File: src/jvmexe_pkg.sv
// Shared types, opcodes and status codes of the JVM integer execute core.
`timescale 1ns / 1ps

package jvmexe_pkg;

  localparam int STACK_SLOTS_DEF = 64;
  localparam int LOCAL_SLOTS_DEF = 256;

  typedef struct packed {
    logic [7:0]         req_type;
    logic signed [15:0] immediate;
    logic signed [7:0]  increment;
  } in_item_t;

  typedef struct packed {
    logic [1:0]         status;
    logic               branch_taken;
    logic signed [15:0] branch_offset;
    logic [6:0]         stack_depth;
    logic signed [31:0] top_value;
  } out_item_t;

  localparam logic [1:0] ST_OK      = 2'd0;
  localparam logic [1:0] ST_UNSUP   = 2'd1;
  localparam logic [1:0] ST_DIVZERO = 2'd2;
  localparam logic [1:0] ST_FAULT   = 2'd3;

  localparam logic [1:0] MD_MUL = 2'd0;
  localparam logic [1:0] MD_DIV = 2'd1;
  localparam logic [1:0] MD_REM = 2'd2;

  typedef struct packed {
    logic [1:0]  op;
    logic [63:0] a;
    logic [63:0] b;
  } md_req_t;

  localparam logic [7:0] OP_NOP         = 8'h00;
  localparam logic [7:0] OP_ACONST_NULL = 8'h01;
  localparam logic [7:0] OP_ICONST_M1   = 8'h02;
  localparam logic [7:0] OP_ICONST_0    = 8'h03;
  localparam logic [7:0] OP_ICONST_1    = 8'h04;
  localparam logic [7:0] OP_ICONST_2    = 8'h05;
  localparam logic [7:0] OP_ICONST_3    = 8'h06;
  localparam logic [7:0] OP_ICONST_4    = 8'h07;
  localparam logic [7:0] OP_ICONST_5    = 8'h08;
  localparam logic [7:0] OP_LCONST_0    = 8'h09;
  localparam logic [7:0] OP_LCONST_1    = 8'h0A;
  localparam logic [7:0] OP_BIPUSH      = 8'h10;
  localparam logic [7:0] OP_SIPUSH      = 8'h11;
  localparam logic [7:0] OP_ILOAD       = 8'h15;
  localparam logic [7:0] OP_LLOAD       = 8'h16;
  localparam logic [7:0] OP_ALOAD       = 8'h19;
  localparam logic [7:0] OP_ILOAD_0     = 8'h1A;
  localparam logic [7:0] OP_ILOAD_1     = 8'h1B;
  localparam logic [7:0] OP_ILOAD_2     = 8'h1C;
  localparam logic [7:0] OP_ILOAD_3     = 8'h1D;
  localparam logic [7:0] OP_LLOAD_0     = 8'h1E;
  localparam logic [7:0] OP_LLOAD_1     = 8'h1F;
  localparam logic [7:0] OP_LLOAD_2     = 8'h20;
  localparam logic [7:0] OP_LLOAD_3     = 8'h21;
  localparam logic [7:0] OP_ALOAD_0     = 8'h2A;
  localparam logic [7:0] OP_ALOAD_1     = 8'h2B;
  localparam logic [7:0] OP_ALOAD_2     = 8'h2C;
  localparam logic [7:0] OP_ALOAD_3     = 8'h2D;
  localparam logic [7:0] OP_ISTORE      = 8'h36;
  localparam logic [7:0] OP_LSTORE      = 8'h37;
  localparam logic [7:0] OP_ASTORE      = 8'h3A;
  localparam logic [7:0] OP_ISTORE_0    = 8'h3B;
  localparam logic [7:0] OP_ISTORE_1    = 8'h3C;
  localparam logic [7:0] OP_ISTORE_2    = 8'h3D;
  localparam logic [7:0] OP_ISTORE_3    = 8'h3E;
  localparam logic [7:0] OP_LSTORE_0    = 8'h3F;
  localparam logic [7:0] OP_LSTORE_1    = 8'h40;
  localparam logic [7:0] OP_LSTORE_2    = 8'h41;
  localparam logic [7:0] OP_LSTORE_3    = 8'h42;
  localparam logic [7:0] OP_ASTORE_0    = 8'h4B;
  localparam logic [7:0] OP_ASTORE_1    = 8'h4C;
  localparam logic [7:0] OP_ASTORE_2    = 8'h4D;
  localparam logic [7:0] OP_ASTORE_3    = 8'h4E;
  localparam logic [7:0] OP_POP         = 8'h57;
  localparam logic [7:0] OP_POP2        = 8'h58;
  localparam logic [7:0] OP_DUP         = 8'h59;
  localparam logic [7:0] OP_DUP2        = 8'h5C;
  localparam logic [7:0] OP_SWAP        = 8'h5F;
  localparam logic [7:0] OP_IADD        = 8'h60;
  localparam logic [7:0] OP_LADD        = 8'h61;
  localparam logic [7:0] OP_ISUB        = 8'h64;
  localparam logic [7:0] OP_LSUB        = 8'h65;
  localparam logic [7:0] OP_IMUL        = 8'h68;
  localparam logic [7:0] OP_LMUL        = 8'h69;
  localparam logic [7:0] OP_IDIV        = 8'h6C;
  localparam logic [7:0] OP_LDIV        = 8'h6D;
  localparam logic [7:0] OP_IREM        = 8'h70;
  localparam logic [7:0] OP_LREM        = 8'h71;
  localparam logic [7:0] OP_INEG        = 8'h74;
  localparam logic [7:0] OP_LNEG        = 8'h75;
  localparam logic [7:0] OP_ISHL        = 8'h78;
  localparam logic [7:0] OP_LSHL        = 8'h79;
  localparam logic [7:0] OP_ISHR        = 8'h7A;
  localparam logic [7:0] OP_LSHR        = 8'h7B;
  localparam logic [7:0] OP_IUSHR       = 8'h7C;
  localparam logic [7:0] OP_LUSHR       = 8'h7D;
  localparam logic [7:0] OP_IAND        = 8'h7E;
  localparam logic [7:0] OP_LAND        = 8'h7F;
  localparam logic [7:0] OP_IOR         = 8'h80;
  localparam logic [7:0] OP_LOR         = 8'h81;
  localparam logic [7:0] OP_IXOR        = 8'h82;
  localparam logic [7:0] OP_LXOR        = 8'h83;
  localparam logic [7:0] OP_IINC        = 8'h84;
  localparam logic [7:0] OP_I2L         = 8'h85;
  localparam logic [7:0] OP_L2I         = 8'h88;
  localparam logic [7:0] OP_I2B         = 8'h91;
  localparam logic [7:0] OP_I2C         = 8'h92;
  localparam logic [7:0] OP_I2S         = 8'h93;
  localparam logic [7:0] OP_LCMP        = 8'h94;
  localparam logic [7:0] OP_IFEQ        = 8'h99;
  localparam logic [7:0] OP_IFNE        = 8'h9A;
  localparam logic [7:0] OP_IFLT        = 8'h9B;
  localparam logic [7:0] OP_IFGE        = 8'h9C;
  localparam logic [7:0] OP_IFGT        = 8'h9D;
  localparam logic [7:0] OP_IFLE        = 8'h9E;
  localparam logic [7:0] OP_IF_ICMPEQ   = 8'h9F;
  localparam logic [7:0] OP_IF_ICMPNE   = 8'hA0;
  localparam logic [7:0] OP_IF_ICMPLT   = 8'hA1;
  localparam logic [7:0] OP_IF_ICMPGE   = 8'hA2;
  localparam logic [7:0] OP_IF_ICMPGT   = 8'hA3;
  localparam logic [7:0] OP_IF_ICMPLE   = 8'hA4;
  localparam logic [7:0] OP_IF_ACMPEQ   = 8'hA5;
  localparam logic [7:0] OP_IF_ACMPNE   = 8'hA6;
  localparam logic [7:0] OP_GOTO        = 8'hA7;

endpackage

File: src/jvmexe_muldiv.sv
// Iterative 64-bit multiplier and signed divider, one bit per cycle.
`timescale 1ns / 1ps

module jvmexe_muldiv (
  input  logic                clk,
  input  logic                rst_n,
  input  logic                start,
  input  jvmexe_pkg::md_req_t req,
  output logic                busy,
  output logic                done,
  output logic [63:0]         result
);

  logic [63:0] acc_r;
  logic [63:0] x_r;
  logic [63:0] y_r;
  logic [5:0]  cnt_r;
  logic [1:0]  op_r;
  logic        qneg_r;
  logic        rneg_r;
  logic        busy_r;
  logic        done_r;
  logic [64:0] trial;
  logic [63:0] ua;
  logic [63:0] ub;

  assign ua    = req.a[63] ? 64'd0 - req.a : req.a;
  assign ub    = req.b[63] ? 64'd0 - req.b : req.b;
  assign trial = {acc_r, x_r[63]} - {1'b0, y_r};

  always_ff @(posedge clk) begin
    if (!rst_n) begin
      busy_r <= 1'b0;
      done_r <= 1'b0;
    end else begin
      done_r <= 1'b0;
      if (start) begin
        busy_r <= 1'b1;
        cnt_r  <= '0;
        op_r   <= req.op;
        acc_r  <= '0;
        qneg_r <= req.a[63] ^ req.b[63];
        rneg_r <= req.a[63];
        if (req.op == jvmexe_pkg::MD_MUL) begin
          x_r <= req.b;
          y_r <= req.a;
        end else begin
          x_r <= ua;
          y_r <= ub;
        end
      end else if (busy_r) begin
        if (op_r == jvmexe_pkg::MD_MUL) begin
          if (x_r[0]) acc_r <= acc_r + y_r;
          y_r <= {y_r[62:0], 1'b0};
          x_r <= {1'b0, x_r[63:1]};
        end else if (!trial[64]) begin
          acc_r <= trial[63:0];
          x_r   <= {x_r[62:0], 1'b1};
        end else begin
          acc_r <= {acc_r[62:0], x_r[63]};
          x_r   <= {x_r[62:0], 1'b0};
        end
        cnt_r <= cnt_r + 6'd1;
        if (cnt_r == 6'd63) begin
          busy_r <= 1'b0;
          done_r <= 1'b1;
        end
      end
    end
  end

  always_comb begin
    unique case (op_r)
      jvmexe_pkg::MD_DIV: result = qneg_r ? 64'd0 - x_r : x_r;
      jvmexe_pkg::MD_REM: result = rneg_r ? 64'd0 - acc_r : acc_r;
      default:            result = acc_r;
    endcase
  end

  assign busy = busy_r;
  assign done = done_r;

  a_done_after_busy: assert property (@(posedge clk) disable iff (!rst_n)
    done_r |-> $past(busy_r))
    else $error("done without a running operation");

  a_no_overlap: assert property (@(posedge clk) disable iff (!rst_n)
    !(busy_r && done_r))
    else $error("busy and done together");

  a_start_idle: assert property (@(posedge clk) disable iff (!rst_n)
    start |-> !busy_r)
    else $error("start while busy");

endmodule

File: config.mk
export PLATFORM = sky130hd
export DESIGN_NAME = jvmexe_muldiv
export DESIGN_NICKNAME = d
export VERILOG_FILES = /design/src/jvmexe_pkg.sv /design/src/jvmexe_muldiv.sv
export SDC_FILE = /design/constraint.sdc
export NUM_CORES = 1
export LEC_CHECK = 0
export BUFFER_PORTS_ARGS = -buffer_cell sky130_fd_sc_hd__clkbuf_2
export CORE_ASPECT_RATIO = 2
export CORE_MARGIN = 2
export CORE_UTILIZATION = 35
export DETAILED_ROUTE_END_ITERATION = 8
export GPL_ROUTABILITY_DRIVEN = 0
export PLACE_DENSITY = 0.58
export SLEW_MARGIN = 15
export SYNTH_ARGS = -nofsm -noshare
export SYNTH_HDL_FRONTEND = slang
export SYNTH_SLANG_ARGS = --single-unit
File: constraint.sdc
create_clock -name clk -period 6.8 [get_ports clk]
set_clock_uncertainty 0.2 [all_clocks]
set_input_delay 1.02 -clock clk [delete_from_list [all_inputs] [get_ports clk]]
set_output_delay 1.02 -clock clk [all_outputs]
set_load 0.02 [all_outputs]
==> results of run 1 <==
## layout make-up
cell class | instances | area [um^2]
repair buffers | 230 | 1270
well taps | 910 | 1140
inverters | 136 | 510
clock buffers | 28 | 594
fillers | 7396 | 43300
diodes | 1 | 2.50
clock inverters | 12 | 75.1
multi-input cells | 2656 | 17400
flip-flops and latches | 204 | 6110
## worst min-delay path by stage
stage	startpoint	endpoint	slack, ns
5_1_grt	busy$_SDFF_PN0_	done$_SDFF_PP0_	0.34
6_report	busy$_SDFF_PN0_	done$_SDFF_PP0_	0.28
4_1_cts	busy$_SDFF_PN0_	done$_SDFF_PP0_	0.29
3_3_place_gp	busy$_SDFF_PN0_	done$_SDFF_PP0_	0.29
3_5_place_dp	busy$_SDFF_PN0_	done$_SDFF_PP0_	0.29
2_1_floorplan	busy$_SDFF_PN0_	done$_SDFF_PP0_	0.32
## placed cells by master (no fill, tap or decap), types with 122 or more instances in the layout
| cell type | synthesis | final |
|---|---|---|
| ha_1 | 135 | 133 |
| o21ai_0 | 333 | 333 |
| xnor2_1 | 123 | 122 |
| inv_1 | 135 | 133 |
| edfxtp_1 | 202 | 202 |
| a21oi_1 | 205 | 204 |
| clkbuf_2 | 0 | 197 |
| xor2_1 | 182 | 181 |
| nand2_1 | 481 | 481 |
| nor2_1 | 175 | 173 |
## flip-flops by register name, indices dropped and copies added (netlist names)
name	count
acc_r	64
x_r	64
y_r	64
cnt_r	6
op_r	2
busy	1
done	1
qneg_r	1
rneg_r	1
## per-stage QoR
stage | hold slack (ns) | cells | util | total power [uW]
global route | 0.340 | 4177 | 0.385 | 5760
floorplan | 0.321 | 3200 | - | 3430
global placement | 0.294 | 4136 | 0.375 | 4200
finish | 0.283 | 4177 | 0.385 | 5460
detailed placement | 0.288 | 4136 | 0.375 | 4210
CTS | 0.293 | 4176 | 0.385 | 5420
## worst max-delay path: stages, from the launching register on
cell	delay [ns]
edfxtp_1	0.53
inv_1	0.16
ha_1	0.21
or3b_2	0.48
or3_1	0.38
nor3_1	0.44
and3_1	0.37
nand2_1	0.14
nor3_1	0.46
nand4_1	0.31
o21ai_0	0.29
o21ai_0	0.13
nand2_1	0.08
o221ai_1	0.18
clkbuf_2	0.24
## logic make-up (layout without fill, tap and decap cells)
family	after synthesis	in the layout
adder cells (fa/ha/maj)	137	137
AO/OA/AOI/OAI	1125	1125
multiplexers	79	79
other	0	1
XOR/XNOR	305	305
AND/OR/NAND/NOR	1010	1010
flip-flops	204	204
buffers and inverters	340	406
## metal layers
layer	vias to the layer above	global-route usage	routed length [um]
met3	139	0.0292	8070
met1	11679	0.357	41400
met5	-	0	0
met4	0	0.0770	3050
li1	12048	-	-
met2	1169	0.367	39000
## power by group through the flow
stage               logic, uW  registers [uW]  clock network (uW)
floorplan                1770            1670                   0
global placement         2450            1750                   0
detailed placement       2460            1750                   0
CTS                      2470            1730                1220
global route             2750            1750                1260
finish                   2520            1740                1200
==> results.ini, run 1 <==
[yosys]
synth.avg_cell_area_um2 = 7.74
seq_area_frac_synth = 0.247
synth_edf_count = 202
ys_async_sr_fraction = 0
syn-cell-area_um2 = 24800
synth_compound_area_frac = 0.298
synth_common_cells = 481 x nand2_1, 333 x o21ai_0, 205 x a21oi_1
synthMostInstantiatedCell = nand2_1
synth_fp_nets = 3470
synth-simple-area-share = 0.194
synth_cell_types = 93
synth_fa_ha_area_frac = 0.0699
synthTopCellsByArea = edfxtp_1 25%, nand2_1 7.3%, ha_1 6.8%
yosys_warnings = 0
ys_ff_latch = 204
synthXorXnorAreaFrac = 0.108
synth_ff_type = edfxtp_1
yosysTopAreaCellShare = 0.245
post-synth-top-area-cell = edfxtp_1
synth_top_family_by_area = compound AO/OA/AOI/OAI gates
muxShareOfSynthArea = 0.0321
netlist_instances = 3200

[placed_design]
place_ws_ns = 1.24
hpwl_um = 72100
dpl_cell_area_um2 = 26400
port_buffers = 198

[pwr]
peakVddDrop_v = 0.000181
p_int_uw = 3080
sw_frac_of_total = 0.435
pwr-share-clk = 0.221
p_leak_uw = 0.0104
p_per_area_nw_per_um2 = 201
seq_power_share = 0.318
p_comb_frac = 0.461
p_switching_uw = 2370

[finish]
design_area_um2 = 27100
area_growth_pct = 9.55
nNetsFinal = 3520
layout-drive-gt1-share = 0.100

[global_routing]
grt_pass1_vias = 23096
antenna_found_initial = 2
gr-usage-all-layers = 0.243
grt-ovfl-total = 0
grt_pass1_wl_um = 138000
grt_max_degree = 204

[worst_hold_path]
hold_depth = 2
hp-class = reg -> reg

[sta]
final.setup.tns_ns = 0
tightest_slew_ns = 1.17
hold_viol = 0
relSlewSlack = 0.220
slew_violations = 0
setup_slack_ns = 0.594
finalSetupViolations = 0
fmax_mhz = 161
period_share = 0.913
post-route-min-period_ns = 6.21
rsz0062_at_grt = false

[flow_run]
maxCapViolations = 0

[clock_tree]
cts_resized = 0
post_cts_buffers = 0
clockRootBuffer = clkbuf_16
path_clk_slew_ns = 0.07
clockBufferDepth = 3
cts_buffers = 22
cts_tree = done
cts.sinks = 204
htree_levels = 1
cts_hold_buf = 0
insertion_delay_ns = 0.57

[die]
top_level_ports = 199
die_y_um = 380
die_w_um = 192
coreArea_um2 = 70400
rows = 138
start_util = 0.351
die_area_um2 = 73000

[routing]
vias_per_cell = 5.99
drt_iter0_markers = 2509
drt-wirelength-per-cell_um = 21.9
firstDrtPassIters = 6
vias = 25035
drtAntennaViolNets = 0
drc_errors = 0
wirelength_um = 91500

[worst_setup_path]
worstPathMaxFanout = 8
cp-endpoint = result[60]
crit_type = reg -> out
cp.required_ns = 5.58
start_kind = flop
endpoint_kind = primary output
r2r-end = x_r[0]$_DFFE_PP_
r2r_cells = 14
cp-startpoint = acc_r[1]$_SDFFCE_PP0P_
rrSetupSlack_ns = 1.51
timing.rr.start = x_r[63]$_DFFE_PP_
arrival_ns = 4.99

[run_status]
status = completed

No activity file was read; power rests on OpenSTA's default activity.
==> inputs of run 2 (changes only) <==
--- a/config.mk
+++ b/config.mk
@@ -12,6 +12,7 @@
 export DETAILED_ROUTE_END_ITERATION = 8
 export GPL_ROUTABILITY_DRIVEN = 0
 export PLACE_DENSITY = 0.58
+export REMOVE_ABC_BUFFERS = 1
 export SLEW_MARGIN = 15
 export SYNTH_ARGS = -nofsm -noshare
 export SYNTH_HDL_FRONTEND = slang
==> results.ini, run 2 (same netlist as run 1, synthesis figures left out) <==
[run_status]
status = completed

[finish]
area_growth_pct = 9.99
reg_top3 = acc_r x64, x_r x64, y_r x64
regArea_um2 = 6110  ; unchanged
fillerInstances = 7369  ; -0.37%
layout-drive-gt1-share = 0.101  ; +0.000795
final_common_cell = nand2_1
layout.core_utilization = 0.386  ; +0.00154
final_cell_mix = 481 x nand2_1, 333 x o21ai_0, 204 x a21oi_1
nNetsFinal = 3522  ; +0.057%
multi_input_area_um2 = 17400  ; about the same

[die]
rows = 138  ; unchanged
die_area_um2 = 73000  ; unchanged
coreArea_um2 = 70400  ; unchanged
die_y_um = 380  ; unchanged
start_util = 0.351  ; unchanged
top_level_ports = 199  ; unchanged
die_w_um = 192  ; unchanged

[pwr]
p_per_area_nw_per_um2 = 206  ; +2.6%
p_leak_uw = 0.0104  ; +0.47%
peakVddDrop_v = 0.000229  ; +27%

[sta]
final.setup.tns_ns = 0  ; unchanged
relSlewSlack = 0.195  ; -0.0256
slew_violations = 0  ; unchanged
rsz0062_at_grt = false
hold_viol = 0  ; unchanged
tightest_slew_ns = 1.20  ; +0.0301 ns
fmax_mhz = 157  ; -2.3%
post-route-min-period_ns = 6.35  ; +0.145 ns
finalSetupViolations = 0  ; unchanged
period_share = 0.934  ; +0.0213

[clock_tree]
clockBufferDepth = 3  ; unchanged
cts_buffers = 24  ; +9.1%
cts.sinks = 204  ; unchanged
cts_resized = 0  ; unchanged
cts_hold_buf = 0  ; unchanged
cts_tree = done
clockRootBuffer = clkbuf_16
htree_levels = 1  ; unchanged
path_clk_slew_ns = 0.06  ; about the same
insertion_delay_ns = 0.58  ; about the same
post_cts_buffers = 0  ; unchanged

[worst_setup_path]
crit_path_frequent_cell = nand2_1
crit_type = reg -> out
arrival_ns = 5.13  ; +0.14 ns
crit_chain = inv_1 -> ha_1 -> or3b_2 -> or3_1 -> nor3_1 -> and3_1 -> nand2_1 -> nor3_1 -> nand4_1 -> o21ai_0 -> nand2_1 -> o21ai_0 -> nand2_1 -> o221ai_1 -> clkbuf_2
critical_path.top_delay_family = simple AND/OR/NAND/NOR gates
cp.required_ns = 5.58  ; about the same
path_buf_inv = 2  ; unchanged
max_stage_delay_ns = 0.57  ; +0.04 ns
endpoint_kind = primary output
worstPathMaxFanout = 8  ; unchanged
rrSetupSlack_ns = 1.31  ; -0.20 ns
slowest_stage = nor3_1
start_kind = flop

[routing]
drtAntennaViolNets = 0  ; unchanged
wirelength_um = 95700  ; +4.6%
vias = 25665  ; +2.5%
firstDrtPassIters = 8  ; +2
drt-wirelength-per-cell_um = 22.9  ; +4.5%
drc_errors = 0  ; unchanged
drt_iter0_markers = 2917  ; +16%
vias_per_cell = 6.14  ; +2.4%

[placed_design]
hpwl_um = 75000  ; +3.9%
port_buffers = 198  ; unchanged

[worst_hold_path]
hp-class = reg -> reg

[global_routing]
grt_pass1_wl_um = 144000  ; +4.5%
grt_pass1_vias = 23762  ; +2.9%
grt_max_degree = 204  ; unchanged
gr-usage-all-layers = 0.255  ; +0.0122
grt-ovfl-total = 0  ; unchanged
antenna_found_initial = 3  ; +1

[flow_run]
maxCapViolations = 0  ; unchanged

## run 2: changes by cell type in the layout (fill, tap and decap cells not counted), sizes merged
cell / change
clkinv: -3
clkinvlp: +2
bufinv: +2
inv: +2
clkbuf: +1
## run 2: routing by layer
metal	part of all wire	GRT usage
met1	0.43	0.367
met2	0.42	0.381
met3	0.10	0.0410
met4	0.039	0.0936
met5	0.00022	0
## run 2: worst min-delay path, delay by kind of cell (launching register included)
family	cells	cell delay, ns
DFF	1	0.32
and+or+nand+nor	2	0.10
## run 2: layout make-up
cell class,count,share of cell area
timing repair buffer,230,0.0470
clock inverter,15,0.00487
clock buffer,29,0.0235
tap,910,0.0418
multi-input combinational,2656,0.640
antenna,1,0.0000919
inverter,136,0.0187
sequential,204,0.224
## run 2: report_power, final
part	leakage, uW	switching [uW]	internal, uW
Combinational	0.00812	1630	921
Sequential	0.00195	194	1540
Clock	0.000374	590	748
## run 2: path summary, 6_finish.rpt
kind | from | end | cells past startpoint
setup / recovery | acc_r[1]$_SDFFCE_PP0P_ | result[62] | 15
hold / removal | busy$_SDFF_PN0_ | done$_SDFF_PP0_ | 2
setup reg to reg | acc_r[3]$_SDFFCE_PP0P_ | acc_r[57]$_SDFFCE_PP0P_ | 15
hold reg to reg | busy$_SDFF_PN0_ | done$_SDFF_PP0_ | 2
## run 2: through the flow
stage                     area (um^2)  power, uW  setup WS (ns)  instances  hold slack (ns)
final                           27200       5620          0.449       4181            0.266
after global routing            27200       5910          0.123       4180            0.291
after CTS                       27200       5580          0.513       4180            0.268
after detailed placement        26500       4240           1.13       4136            0.258
after global placement          26500       4220           1.16       4136            0.257
after floorplan                 24000       3400          -1.85       2996            0.321
